==> config.mk <==
export PLATFORM = sky130hd
export DESIGN_NAME = morse_text_decoder_top
export DESIGN_NICKNAME = d
export VERILOG_FILES = /design/src/rtl/mtd_pkg.sv /design/src/rtl/mtd_result_fifo.sv /design/src/rtl/morse_text_decoder_top.sv
export SDC_FILE = /design/constraint.sdc
export NUM_CORES = 1
export LEC_CHECK = 0
export BUFFER_PORTS_ARGS = -buffer_cell sky130_fd_sc_hd__buf_2
export CORE_MARGIN = 2
export CORE_UTILIZATION = 40
export CTS_BUF_LIST = sky130_fd_sc_hd__clkbuf_16
export CTS_CLUSTER_DIAMETER = 80
export CTS_CLUSTER_SIZE = 8
export DETAILED_ROUTE_END_ITERATION = 8
export GPL_ROUTABILITY_DRIVEN = 0
export PLACE_DENSITY_LB_ADDON = 0.3
export SYNTH_ARGS = -nofsm -noshare
export SYNTH_HDL_FRONTEND = slang
export SYNTH_SLANG_ARGS = --single-unit
==> constraint.sdc <==
create_clock -name clk -period 3.5 [get_ports clk]
set_input_delay 0.35 -clock clk [delete_from_list [all_inputs] [get_ports clk]]
set_output_delay 0.35 -clock clk [all_outputs]
set_load 0.02 [all_outputs]
==> src/rtl/mtd_pkg.sv <==
// Shared types, character codes and the Morse pattern lookup for the Morse text decoder.
package mtd_pkg;

	localparam logic [7:0] CH_SPACE = 8'h20;
	localparam logic [7:0] CH_SLASH = 8'h2F;
	localparam logic [7:0] CH_DOT   = 8'h2E;
	localparam logic [7:0] CH_DASH  = 8'h2D;
	localparam logic [7:0] CH_QMARK = 8'h3F;

	localparam logic [2:0] MAX_SYMBOLS = 3'd6;
	localparam logic [2:0] LEN_SAT     = 3'd7;

	localparam int FIFO_DEPTH = 4;
	localparam int FIFO_AW    = $clog2(FIFO_DEPTH);

	typedef struct packed {
		logic [7:0] ch;
		logic       last;
	} mtd_result_t;

	typedef struct packed {
		logic [1:0]  count;
		mtd_result_t first;
		mtd_result_t second;
	} mtd_push_t;

	// Pattern holds the oldest symbol in the highest used bit; a one is a dash.
	function automatic logic [7:0] mtd_decode(input logic [2:0] len, input logic [5:0] pat,
		input logic bad);
		logic [7:0] ch;
		ch = CH_QMARK;
		if (!bad && len <= MAX_SYMBOLS) begin
			unique case ({len, pat})
				{3'd2, 6'h01}: ch = "A";
				{3'd4, 6'h08}: ch = "B";
				{3'd4, 6'h0A}: ch = "C";
				{3'd3, 6'h04}: ch = "D";
				{3'd1, 6'h00}: ch = "E";
				{3'd4, 6'h02}: ch = "F";
				{3'd3, 6'h06}: ch = "G";
				{3'd4, 6'h00}: ch = "H";
				{3'd2, 6'h00}: ch = "I";
				{3'd4, 6'h07}: ch = "J";
				{3'd3, 6'h05}: ch = "K";
				{3'd4, 6'h04}: ch = "L";
				{3'd2, 6'h03}: ch = "M";
				{3'd2, 6'h02}: ch = "N";
				{3'd3, 6'h07}: ch = "O";
				{3'd4, 6'h06}: ch = "P";
				{3'd4, 6'h0D}: ch = "Q";
				{3'd3, 6'h02}: ch = "R";
				{3'd3, 6'h00}: ch = "S";
				{3'd1, 6'h01}: ch = "T";
				{3'd3, 6'h01}: ch = "U";
				{3'd4, 6'h01}: ch = "V";
				{3'd3, 6'h03}: ch = "W";
				{3'd4, 6'h09}: ch = "X";
				{3'd4, 6'h0B}: ch = "Y";
				{3'd4, 6'h0C}: ch = "Z";
				{3'd5, 6'h0F}: ch = "1";
				{3'd5, 6'h07}: ch = "2";
				{3'd5, 6'h03}: ch = "3";
				{3'd5, 6'h01}: ch = "4";
				{3'd5, 6'h00}: ch = "5";
				{3'd5, 6'h10}: ch = "6";
				{3'd5, 6'h18}: ch = "7";
				{3'd5, 6'h1C}: ch = "8";
				{3'd5, 6'h1E}: ch = "9";
				{3'd5, 6'h1F}: ch = "0";
				{3'd6, 6'h0D}: ch = "_";
				default:       ch = CH_QMARK;
			endcase
		end
		return ch;
	endfunction

endpackage

==> src/rtl/mtd_result_fifo.sv <==
// Four-entry result queue that takes up to two results per cycle and sends one beat per cycle while tready is high.
module mtd_result_fifo
	import mtd_pkg::*;
(
	input  logic       clk,
	input  logic       arst_n,
	input  mtd_push_t  push,
	output logic       room,
	output logic       m_axis_tvalid,
	input  logic       m_axis_tready,
	output logic [7:0] m_axis_tdata,  // decoded_char[7:0]
	output logic       m_axis_tlast   // run_last
);

	mtd_result_t          mem_q [FIFO_DEPTH];
	logic [FIFO_AW-1:0]   wr_ptr_q;
	logic [FIFO_AW-1:0]   rd_ptr_q;
	logic [FIFO_AW:0]     count_q;
	logic                 pop;

	assign pop           = m_axis_tvalid && m_axis_tready;
	assign room          = count_q <= (FIFO_AW + 1)'(FIFO_DEPTH - 2);
	assign m_axis_tvalid = count_q != '0;
	assign m_axis_tdata  = mem_q[rd_ptr_q].ch;
	assign m_axis_tlast  = mem_q[rd_ptr_q].last;

	always_ff @(posedge clk) begin
		if (push.count != 2'd0) begin
			mem_q[wr_ptr_q] <= push.first;
		end
		if (push.count == 2'd2) begin
			mem_q[wr_ptr_q + FIFO_AW'(1)] <= push.second;
		end
	end

	always_ff @(posedge clk or negedge arst_n) begin
		if (!arst_n) begin
			wr_ptr_q <= '0;
			rd_ptr_q <= '0;
			count_q  <= '0;
		end else begin
			wr_ptr_q <= wr_ptr_q + FIFO_AW'(push.count);
			rd_ptr_q <= rd_ptr_q + FIFO_AW'(pop);
			count_q  <= count_q + (FIFO_AW + 1)'(push.count) - (FIFO_AW + 1)'(pop);
		end
	end

endmodule

==> src/rtl/morse_text_decoder_top.sv <==
// Top level of the Morse text decoder: input register, group state, decode and result queue.
//
//  Channel   Role    tdata             tlast         Beats
//  s_axis    in      symbol_char[7:0]  message_end   one Morse text character
//  m_axis    out     decoded_char[7:0] run_last      zero, one or two per input beat
//
// An input beat is registered in the input stage, then decoded and written into the result
// queue. One input beat is taken every cycle while the four-entry result queue has room for
// two results. Reset clears the group, the input stage and the queue. A stalled output holds
// results in the queue, and input stalls once fewer than two queue entries are free.
module morse_text_decoder_top
	import mtd_pkg::*;
(
	input  logic       clk,
	input  logic       arst_n,
	input  logic       s_axis_tvalid,
	output logic       s_axis_tready,
	input  logic [7:0] s_axis_tdata,  // symbol_char[7:0]
	input  logic       s_axis_tlast,  // message_end
	output logic       m_axis_tvalid,
	input  logic       m_axis_tready,
	output logic [7:0] m_axis_tdata,  // decoded_char[7:0]
	output logic       m_axis_tlast   // run_last
);

	logic       valid_s1;
	logic [7:0] char_s1;
	logic       end_s1;

	logic [5:0] pat_q;
	logic [2:0] len_q;
	logic       bad_q;

	logic       room;
	logic       advance;
	logic       is_space;
	logic       is_slash;
	logic       is_dot;
	logic       is_dash;
	logic [5:0] new_pat;
	logic [2:0] new_len;
	logic       new_bad;
	logic [7:0] cur_code;
	logic [7:0] new_code;
	logic       clear_group;
	mtd_push_t  push;

	assign advance       = valid_s1 && room;
	assign s_axis_tready = !valid_s1 || advance;

	always_ff @(posedge clk or negedge arst_n) begin
		if (!arst_n) begin
			valid_s1 <= 1'b0;
		end else if (s_axis_tready) begin
			valid_s1 <= s_axis_tvalid;
		end
	end

	always_ff @(posedge clk) begin
		if (s_axis_tready && s_axis_tvalid) begin
			char_s1 <= s_axis_tdata;
			end_s1  <= s_axis_tlast;
		end
	end

	assign is_space = char_s1 == CH_SPACE;
	assign is_slash = char_s1 == CH_SLASH;
	assign is_dot   = char_s1 == CH_DOT;
	assign is_dash  = char_s1 == CH_DASH;

	assign new_pat  = (len_q < MAX_SYMBOLS) ? {pat_q[4:0], is_dash} : pat_q;
	assign new_len  = (len_q < LEN_SAT) ? len_q + 3'd1 : len_q;
	assign new_bad  = bad_q || !(is_dot || is_dash);
	assign cur_code = mtd_decode(len_q, pat_q, bad_q);
	assign new_code = mtd_decode(new_len, new_pat, new_bad);

	assign clear_group = is_space || is_slash || end_s1;

	always_comb begin
		push = '0;
		if (advance) begin
			if (is_space) begin
				if (len_q != 3'd0) begin
					push.count = 2'd1;
					push.first = '{ch: cur_code, last: 1'b1};
				end
			end else if (is_slash) begin
				if (len_q != 3'd0) begin
					push.count  = 2'd2;
					push.first  = '{ch: cur_code, last: 1'b0};
					push.second = '{ch: CH_SPACE, last: 1'b1};
				end else begin
					push.count = 2'd1;
					push.first = '{ch: CH_SPACE, last: 1'b1};
				end
			end else if (end_s1) begin
				push.count = 2'd1;
				push.first = '{ch: new_code, last: 1'b1};
			end
		end
	end

	always_ff @(posedge clk or negedge arst_n) begin
		if (!arst_n) begin
			pat_q <= '0;
			len_q <= '0;
			bad_q <= 1'b0;
		end else if (advance) begin
			if (clear_group) begin
				pat_q <= '0;
				len_q <= '0;
				bad_q <= 1'b0;
			end else begin
				pat_q <= new_pat;
				len_q <= new_len;
				bad_q <= new_bad;
			end
		end
	end

	mtd_result_fifo u_result_fifo (
		.clk           (clk),
		.arst_n        (arst_n),
		.push          (push),
		.room          (room),
		.m_axis_tvalid (m_axis_tvalid),
		.m_axis_tready (m_axis_tready),
		.m_axis_tdata  (m_axis_tdata),
		.m_axis_tlast  (m_axis_tlast)
	);

	a_empty_group_clean: assert property (@(posedge clk) disable iff (!arst_n)
		len_q == 3'd0 |-> (pat_q == 6'd0 && !bad_q))
		else $error("Empty group carries pattern or bad mark.");

	a_pattern_fits: assert property (@(posedge clk) disable iff (!arst_n)
		len_q < MAX_SYMBOLS |-> (pat_q >> len_q) == 6'd0)
		else $error("Group pattern has bits above its length.");

	a_separator_clears: assert property (@(posedge clk) disable iff (!arst_n)
		advance && clear_group |=> len_q == 3'd0)
		else $error("Group not cleared after a separator or message end.");

	a_pair_ends_in_space: assert property (@(posedge clk) disable iff (!arst_n)
		push.count == 2'd2 |-> (push.second.ch == CH_SPACE && is_slash))
		else $error("Second result of a beat is not a word gap.");

endmodule
# Word level (Yosys, flattened, before mapping)
# Memories as Yosys holds them, arrays and structs flattened.
# Cells that the tools add are included.
dict set report classes {
  addsub 6
  mul 0
  n_div 0
  order_cmp 5
  n_eq_ne 79
  shift 0
  muxes 22
  bitwise_logic 0
  reduce_logical 17
}
# cell n
set op_table {}
lappend op_table {{$pmux W7 S37} 2}
lappend op_table {{$eq A9 B9 Y1 const B} 46}
lappend op_table {{$eq A9 B8 Y1 const B} 24}
lappend op_table {{$eq A9 B7 Y1 const B} 4}
lappend op_table {{$mux W11} 3}
lappend op_table {{$eq A8 B6 Y1 const B} 4}
lappend op_table {{$mux W7} 3}
lappend op_table {{$mux W10} 2}
lappend op_table {{$mux W20} 1}
lappend op_table {{$mux W9} 2}
lappend op_table {{$mux W6} 2}
lappend op_table {{$le A3 B3 Y1 const B} 2}
lappend op_table {{$lt A3 B3 Y1 const B} 2}
lappend op_table {{$mux W3} 2}
lappend op_table {{$reduce_bool A3 Y1} 2}
lappend op_table {{$logic_and A1 B1 Y1} 5}
lappend op_table {{$logic_or A1 B1 Y1} 5}
lappend op_table {{$mux W1} 5}
lappend op_table {{$logic_not A1 Y1} 4}
lappend op_table {{$add A3 B1 Y3 const B} 1}
lappend op_table {{$add A3 B2 Y3} 1}
lappend op_table {{$le A3 B2 Y1 const B} 1}
lappend op_table {{$sub A3 B1 Y3} 1}
lappend op_table {{$add A2 B1 Y2} 1}
lappend op_table {{4 further kinds} 4}
dict set report totals {
  register_bits 27
  latch_bits 0
  ram_bits 36
  romBits 0
  in_bits 13
  out_inout_bits 11
  word_cells 139
  mem_count 1
}
# memory words word_bits read_ports rd_ports_with_merged_regs write_ports line_no
set memory_table {}
lappend memory_table {u_result_fifo.mem_q 4 9 1 0 2 mtd_result_fifo.sv:15} ;# mtd_result_t mem_q [FIFO_DEPTH];

# Logic depth before layout (Yosys ltp)
# Gate-level depths: netlist of the first run.
dict set report logic_depth {
  ltp_word 14
  depth_mapped 12
  ltp_nobuf 10
}

# Hierarchy
# A second synthesis of the first run with hierarchy kept.
dict set report hier_totals {
  hier_cells 497
  hier_area_um2 4971.0
}
# module n_inst cells_per_inst area_each_um2 seq_area_each_um2
set modules_own_cells {}
lappend modules_own_cells {morse_text_decoder_top 1 369 2755.1 545.5}
lappend modules_own_cells {mtd_result_fifo 1 128 2215.9 1256.2}

# Least setup slack after synthesis of the first run
# No wires, ideal clock.
dict set report synth_path {
  path_kind {reg-to-reg}
  startpoint {reg len_q[1]}
  endpoint {mem u_result_fifo.mem_q[1][4] in the netlist's numbering}
  setup_time_ns 0.131
  arrival_ns 2.863
  t_required_ns 3.369
  setup_slack_ns 0.506
  stages_incl_launch_ff 12
  n_path_buf 2
  synth_period_minus_slack_ns 2.994
  path_cell_list {dfrtp_1 -> buf_2 -> inv_1 -> ha_1 -> clkbuf_1 -> or2_2 -> a2111o_1 -> o211a_1 -> o21bai_1 -> nor4_4 -> nor4bb_2 -> o31ai_1}
}
# element line_no
set synth_rtl {}
lappend synth_rtl {{start: declaration} morse_text_decoder_top.sv:31} ;# logic [2:0] len_q;
lappend synth_rtl {{start signal: assignment} morse_text_decoder_top.sv:115} ;# len_q <= new_len;
lappend synth_rtl {{end: declaration} mtd_result_fifo.sv:15}

==> results of run 1 <==
==> cell type report <==
class	instances	share of cell area
Multi-Input combinational cell	428	0.5606
Sequential cell	59	0.2767
Timing Repair Buffer	48	0.05904
Clock buffer	10	0.04800
Tap cell	140	0.03360
Clock inverter	6	0.01344
Inverter	12	0.008639
==> timing repair <==
item / 4_1_cts / 5_1_grt
hold endpoints to repair: 18 / 0
hold buffers: 1 / 0
setup endpoints to repair: 0 / 6
gates resized for setup: 0 / 5
==> Yosys cell counts (5+ instances only) <==
cell | count | area share
sky130_fd_sc_hd__mux4_2 | 8 | 0.040
sky130_fd_sc_hd__buf_2 | 9 | 0.0099
sky130_fd_sc_hd__a21o_1 | 5 | 0.0083
sky130_fd_sc_hd__mux2i_1 | 6 | 0.013
sky130_fd_sc_hd__nand2_1 | 44 | 0.036
sky130_fd_sc_hd__edfxtp_1 | 17 | 0.11
sky130_fd_sc_hd__nand4_1 | 14 | 0.019
sky130_fd_sc_hd__o211ai_1 | 5 | 0.0083
sky130_fd_sc_hd__ha_1 | 9 | 0.025
sky130_fd_sc_hd__a22o_1 | 5 | 0.0096
sky130_fd_sc_hd__or2_2 | 7 | 0.0096
sky130_fd_sc_hd__o22ai_1 | 7 | 0.0096
sky130_fd_sc_hd__nor3_1 | 17 | 0.019
sky130_fd_sc_hd__a21oi_1 | 22 | 0.024
sky130_fd_sc_hd__inv_1 | 12 | 0.0099
sky130_fd_sc_hd__nand2b_1 | 7 | 0.0096
sky130_fd_sc_hd__o31ai_1 | 10 | 0.017
sky130_fd_sc_hd__a31oi_1 | 6 | 0.0083
sky130_fd_sc_hd__dfxtp_1 | 24 | 0.11
sky130_fd_sc_hd__and2_1 | 8 | 0.011
sky130_fd_sc_hd__and3_1 | 13 | 0.018
sky130_fd_sc_hd__nor2_1 | 37 | 0.031
sky130_fd_sc_hd__nor2b_1 | 11 | 0.015
sky130_fd_sc_hd__or3_1 | 6 | 0.0083
sky130_fd_sc_hd__o21ai_0 | 33 | 0.036
sky130_fd_sc_hd__nand3_1 | 29 | 0.032
sky130_fd_sc_hd__o21ai_1 | 14 | 0.015
sky130_fd_sc_hd__nor4_1 | 8 | 0.011
sky130_fd_sc_hd__clkbuf_1 | 22 | 0.018
sky130_fd_sc_hd__dfrtp_1 | 18 | 0.099
==> per-stage QoR <==
stage | util | hold WS (ns) | cell area [um2] | setup slack, ns
detailed placement | 0.4447 | 0.3329 | 4863 | 0.2060
global route | 0.4768 | 0.1855 | 5214 | 0.007157
finish | 0.4768 | 0.1889 | 5214 | 0.1439
global placement | 0.4447 | 0.3288 | 4863 | 0.3056
floorplan | - | 0.05441 | 4541 | 0.5058
CTS | 0.4749 | 0.1857 | 5194 | 0.1998
==> registers in the layout (all words and copies together) (netlist names) <==
name / cells
u_result_fifo.wr_ptr_q: 2
u_result_fifo.count_q: 3
valid_s1: 1
pat_q: 6
u_result_fifo.rd_ptr_q: 2
bad_q: 1
end_s1: 1
char_s1: 8
len_q: 3
u_result_fifo.mem_q: 32
==> worst reg2reg max path, cell delays in order (launching register included) <==
cell	delay [ns]
sky130_fd_sc_hd__dfrtp_1	0.49
sky130_fd_sc_hd__ha_1	0.37
sky130_fd_sc_hd__or2_2	0.35
sky130_fd_sc_hd__o21a_1	0.19
sky130_fd_sc_hd__buf_4	0.19
sky130_fd_sc_hd__nand2_1	0.15
sky130_fd_sc_hd__o311ai_0	0.23
sky130_fd_sc_hd__a2111oi_0	0.55
sky130_fd_sc_hd__o31ai_1	0.20
sky130_fd_sc_hd__a21oi_1	0.36
sky130_fd_sc_hd__o21ai_0	0.15
==> layer usage <==
layer | routed length (um) | vias to the layer above | GRT usage
met2 | 6276 | 259 | 0.3603
li1 | - | 2116 | -
met4 | 577 | 0 | 0.1092
met5 | 0 | - | 0
met1 | 5700 | 2129 | 0.2966
met3 | 1133 | 65 | 0.04116
==> cells by family (layout without fill, tap and decap cells) <==
kind of cell,after synthesis,count (layout),share of synthesized area
AO/OA/AOI/OAI,162,162,0.2505
adder cells (fa/ha/maj),10,10,0.02921
XOR/XNOR,7,7,0.01350
AND/OR/NAND/NOR,233,233,0.2902
multiplexers,15,15,0.05539
buffers and inverters,48,76,0.04299
other,1,1,0.0008259
flip-flops,59,59,0.3174
==> final timing paths <==
path	start	to	cells past startpoint
min reg2reg	u_result_fifo.mem_q[1][2]	u_result_fifo.mem_q[1][2]	2
max	len_q[0]	u_result_fifo.mem_q[0][5]	10
min	s_axis_tdata[6]	char_s1[6]	1
max in group asynchronous	arst_n	len_q[2]	2
max reg2reg	len_q[0]	u_result_fifo.mem_q[0][5]	10
min in group asynchronous	arst_n	pat_q[5]	2
==> cell usage in the layout, fill, tap and decap left out, drive strengths merged, types with 9 or more instances in the layout <==
cell type,synthesis,final
nor2,37,37
a21oi,22,22
nand2,44,44
dfxtp,24,24
nor2b,11,11
nand4,14,14
o31ai,11,11
inv,12,13
nor4,10,10
nand3,29,29
o21ai,47,47
ha,9,9
nor3,18,18
edfxtp,17,17
clkbuf,22,10
and3,13,13
buf,14,47
dfrtp,18,18
==> report_power, final <==
part,switching (mW),internal [mW]
sequential,0.252,0.926
clock,0.341,0.598
combinational,1.24,0.827
total,1.83,2.35
==> flow_summary.toml, run 1 <==
[cts]
root_buffer = "sky130_fd_sc_hd__clkbuf_16"
numCtsBuffers = 9
clkSlewWorstSetupHoldPaths_ns = 0.06
insertion_delay_ns = 0.34
htree_num_levels = 3
ctsLongestPathBuffers = 2
cts_tree = "built"
postCtsSetupBuffers = 0
clock-sinks = 59

[yosys]
synth_async_sr_flop_share = 0.3051
synth_cells = 535
synth_sequential_area_ratio = 0.3174
netlist-cell-type-count = 82
postSynth.topFlopCell = "sky130_fd_sc_hd__dfxtp_1"
synth.avg_cell_area_um2 = 8.487
yosys_warnings = 0
yosys_register_bits = 59
mappedNetlistNets = 558
synth_edf_count = 17
netlist_area_mm2 = 0.004541

[worst_setup_path]
critPathTopFamily = "compound AO/OA/AOI/OAI gates"
cp_max_fo = 10
crit_type = "reg -> reg"
cp_cell_sequence = "ha_1, or2_2, o21a_1, buf_4, nand2_1, o311ai_0, a2111oi_0, o31ai_1, a21oi_1, o21ai_0"
cp_data_required_time_ns = 3.70
crit_path_end_kind = "flip-flop"
timing.critical_path.slowest_cell_delay_ns = 0.55
worstPathArrival_ns = 3.56
timing.critical_path.slowest_stage_cell = "sky130_fd_sc_hd__a2111oi_0"
cp_num_buf_inv = 1
regToRegSetupSlack_ns = 0.14
startpoint_class_of_the_critical_path = "flip-flop"

[global_route]
first_global_vias = 4330
overflow = 0
global_route_wire_length_before_repair_um = 22530
number_of_antenna_violations_at_the_first_check_in_global_routing = 0
grt_use_total = 0.2262
grt_start_max_net_pins = 21

[detailed_routing]
firstDrtPassIters = 5
routed_wirelength_um = 13690
antenna_violating_nets_post_route = 0
routed-via-count = 4569
starting_drt_drc_count = 521
post_drt_wl_per_cell_um = 19.47
drcViolationCount = 0
post_drt_via_cell_ratio = 6.499

[sta]
finalWorstPathRequiredPeriod_ns = 3.356
timing.max_slew.rel_slack = 0.4147
slew_violations = 0
report.final.hold_viol_count = 0
final_min_period_over_clock_period = 0.9589
fin_worst_skew_ns = 0.009395
achievable-frequency_mhz = 298.0
unrepaired_setup_endpoints_after_global_routing = "no"
setup_viol_count_final = 0
setup_total_negative_slack_ns = 0
tightest_slew_ns = 0.8720

[min_path]
hold_path_class = "in -> reg"

[cells_and_area]
finish.net_count = 581
fin_cells = 703
multi_input_area_mm2 = 0.002923
final.fill_count = 1046
ff_latch_area_mm2 = 0.001443
insertedDiodeCount = 0
final_layout_size_suffix_gt1_frac = 0.1723
layout-area-overhead-vs-synth_pct = 14.83

[job]
maxcap_viol_count = 0

[pwr]
power_density_mw_per_mm2 = 802.4
vdd_drop_max_mv = 0.3922
report.power.total_mw = 4.184
power.leakage_nw = 1.981

[die]
chipWidth_um = 110.5
placement_rows = 38
floorplan.core_area_mm2 = 0.01094
initial_cell_density_of_the_core = 0.4152
pin_count = 24
die_area_mm2 = 0.01222
floorplan.die.height_um = 110.5

[place]
place_inst = 686
io_buffers = 22
hpwl_um = 10010

[run_status]
status = "complete, no violations"
(Power assumes the default switching activity.)
==> run 2, diff against run 1 <==
--- a/config.mk
+++ b/config.mk
@@ -7,7 +7,7 @@
 export LEC_CHECK = 0
 export BUFFER_PORTS_ARGS = -buffer_cell sky130_fd_sc_hd__buf_2
 export CORE_MARGIN = 2
-export CORE_UTILIZATION = 40
+export CORE_UTILIZATION = 62
 export CTS_BUF_LIST = sky130_fd_sc_hd__clkbuf_16
 export CTS_CLUSTER_DIAMETER = 80
 export CTS_CLUSTER_SIZE = 8
==> flow_summary.toml, run 2 (synthesis gave the netlist of run 1 again) <==
[sta]
unrepaired_setup_endpoints_after_global_routing = "no"
finalWorstPathRequiredPeriod_ns = 3.383
achievable-frequency_mhz = 295.6
slew_violations = 0
tightest_slew_ns = 0.9988
timing.max_slew.rel_slack = 0.3296
report.final.hold_viol_count = 0
final_min_period_over_clock_period = 0.9664
setup_total_negative_slack_ns = 0
setup_viol_count_final = 0
fin_worst_skew_ns = 0.004670

[die]
floorplan.core_area_mm2 = 0.007176
die_area_mm2 = 0.008024
pin_count = 24
floorplan.die.height_um = 89.58
chipWidth_um = 89.58
initial_cell_density_of_the_core = 0.6328
placement_rows = 31

[detailed_routing]
post_drt_via_cell_ratio = 7.302
routed-via-count = 4812
drcViolationCount = 0
firstDrtPassIters = 8
starting_drt_drc_count = 679
post_drt_wl_per_cell_um = 20.71
routed_wirelength_um = 13650
antenna_violating_nets_post_route = 0

[min_path]
hold_path_class = "in -> reg"
holdPathStages = 1

[global_route]
grt_use_total = 0.3433
grt_start_max_net_pins = 19
number_of_antenna_violations_at_the_first_check_in_global_routing = 0
global_route_wire_length_before_repair_um = 21020
overflow = 0
first_global_vias = 4282

[cells_and_area]
insertedDiodeCount = 0
max_reg_flops = 32
final.fill_count = 545
mostFrequentLayoutCells = "44 x sky130_fd_sc_hd__nand2_1, 37 x sky130_fd_sc_hd__nor2_1, 32 x sky130_fd_sc_hd__o21ai_0"
largest_register_by_flop_count = "u_result_fifo.mem_q"
layout-area-overhead-vs-synth_pct = 13.12
layout_top_registers = "u_result_fifo.mem_q (32), char_s1 (8), pat_q (6)"
multi_input_area_mm2 = 0.002920
final_layout_size_suffix_gt1_frac = 0.1661
finish.net_count = 578
layout.cells.most_common = "sky130_fd_sc_hd__nand2_1"
ff_latch_area_mm2 = 0.001441

[cts]
clkSlewWorstSetupHoldPaths_ns = 0.06
numCtsBuffers = 9
clock-sinks = 59
cts_tree = "built"
root_buffer = "sky130_fd_sc_hd__clkbuf_16"
htree_num_levels = 3
insertion_delay_ns = 0.33
ctsLongestPathBuffers = 2

[pwr]
report.power.total_mw = 4.215
vdd_drop_max_mv = 0.5000
power.leakage_nw = 1.965
power_density_mw_per_mm2 = 820.7

[place]
io_buffers = 22
hpwl_um = 9689

[worst_setup_path]
cp_data_required_time_ns = 3.73
cp_max_fo = 10
crit_path_end_kind = "flip-flop"
startpoint_class_of_the_critical_path = "flip-flop"
worstPathArrival_ns = 3.62
worst-r2r-cell-count = 10
crit_type = "reg -> reg"

[job]
maxcap_viol_count = 0

[run_status]
status = "complete, no violations"
run 2: cell count changes in the layout (fill, tap and decap cells not counted):
cell,before,now
sky130_fd_sc_hd__nor3_2,1,0
sky130_fd_sc_hd__o21ai_0,33,32
sky130_fd_sc_hd__dfrtp_1,17,18
sky130_fd_sc_hd__a21boi_0,1,2
sky130_fd_sc_hd__dfrtp_2,1,0
sky130_fd_sc_hd__buf_4,25,22
sky130_fd_sc_hd__a21boi_1,1,0
sky130_fd_sc_hd__ha_1,9,8
sky130_fd_sc_hd__o21ai_1,14,15
sky130_fd_sc_hd__nor3_1,16,17
sky130_fd_sc_hd__ha_2,0,1
run 2: where the power goes:
| part | internal [mW] | switching, mW |
|---|---|---|
| Clock | 0.599 | 0.344 |
| Sequential | 0.925 | 0.240 |
| Combinational | 0.820 | 1.29 |
| Total | 2.34 | 1.87 |
run 2: final timing paths:
check / startpoint / end / slack (ns)
worst max-delay path: len_q[0] / u_result_fifo.mem_q[2][1] / 0.12
worst min-delay path: s_axis_tdata[2] / char_s1[2] / 0.19
worst max register to register: len_q[0] / u_result_fifo.mem_q[2][1] / 0.12
worst min register to register: u_result_fifo.mem_q[1][3] / u_result_fifo.mem_q[1][3] / 0.45
max in group asynchronous: arst_n / u_result_fifo.rd_ptr_q[0] / 2.66
min in group asynchronous: arst_n / len_q[0] / 0.50
run 2: timing repair:
| action | 4_1_cts | 5_1_grt |
|---|---|---|
| setup buffers | 0 | 0 |
| setup endpoints to repair | 0 | 9 |
| hold buffers | 1 | 0 |
| hold endpoints to repair | 18 | 0 |
| gates resized for setup | 0 | 4 |
run 2: area by class of cell:
type	instances	area share
inverters	12	0.008770
clock buffers	10	0.04872
multi-input cells	428	0.5686
clock inverters	6	0.01364
well taps	99	0.02412
flip-flops and latches	59	0.2806
repair buffers	45	0.05554
run 2: stage by stage:
step / std cells / hold WS (ns) / area [um2] / setup slack (ns) / util
floorplan: 535 / 0.05441 / 4541 / 0.5058 / -
global placement: 642 / 0.3147 / 4790 / 0.2965 / 0.6675
detailed placement: 642 / 0.3226 / 4790 / 0.2087 / 0.6675
CTS: 659 / 0.1907 / 5120 / 0.1259 / 0.7135
global route: 659 / 0.1943 / 5136 / 0.01480 / 0.7158
finish: 659 / 0.1937 / 5136 / 0.1174 / 0.7158
run 2: routing by layer:
| metal | track usage | part of all wire | vias up |
|---|---|---|---|
| li1 | - | - | 2110 |
| met1 | 0.4489 | 0.38 | 2225 |
| met5 | 0 | 0 | - |
| met2 | 0.5408 | 0.47 | 386 |
| met3 | 0.08775 | 0.11 | 91 |
| met4 | 0.1452 | 0.043 | 0 |
run 2: critical path: stages, from the launching register on:
cell,delay [ns]
sky130_fd_sc_hd__dfrtp_1,0.50
sky130_fd_sc_hd__inv_1,0.21
sky130_fd_sc_hd__ha_1,0.35
sky130_fd_sc_hd__nand4bb_1,0.36
sky130_fd_sc_hd__o22ai_1,0.15
sky130_fd_sc_hd__a21o_1,0.19
sky130_fd_sc_hd__nor3b_1,0.58
sky130_fd_sc_hd__a311oi_4,0.24
sky130_fd_sc_hd__a41oi_1,0.39
sky130_fd_sc_hd__a31oi_1,0.18
sky130_fd_sc_hd__o31ai_1,0.11
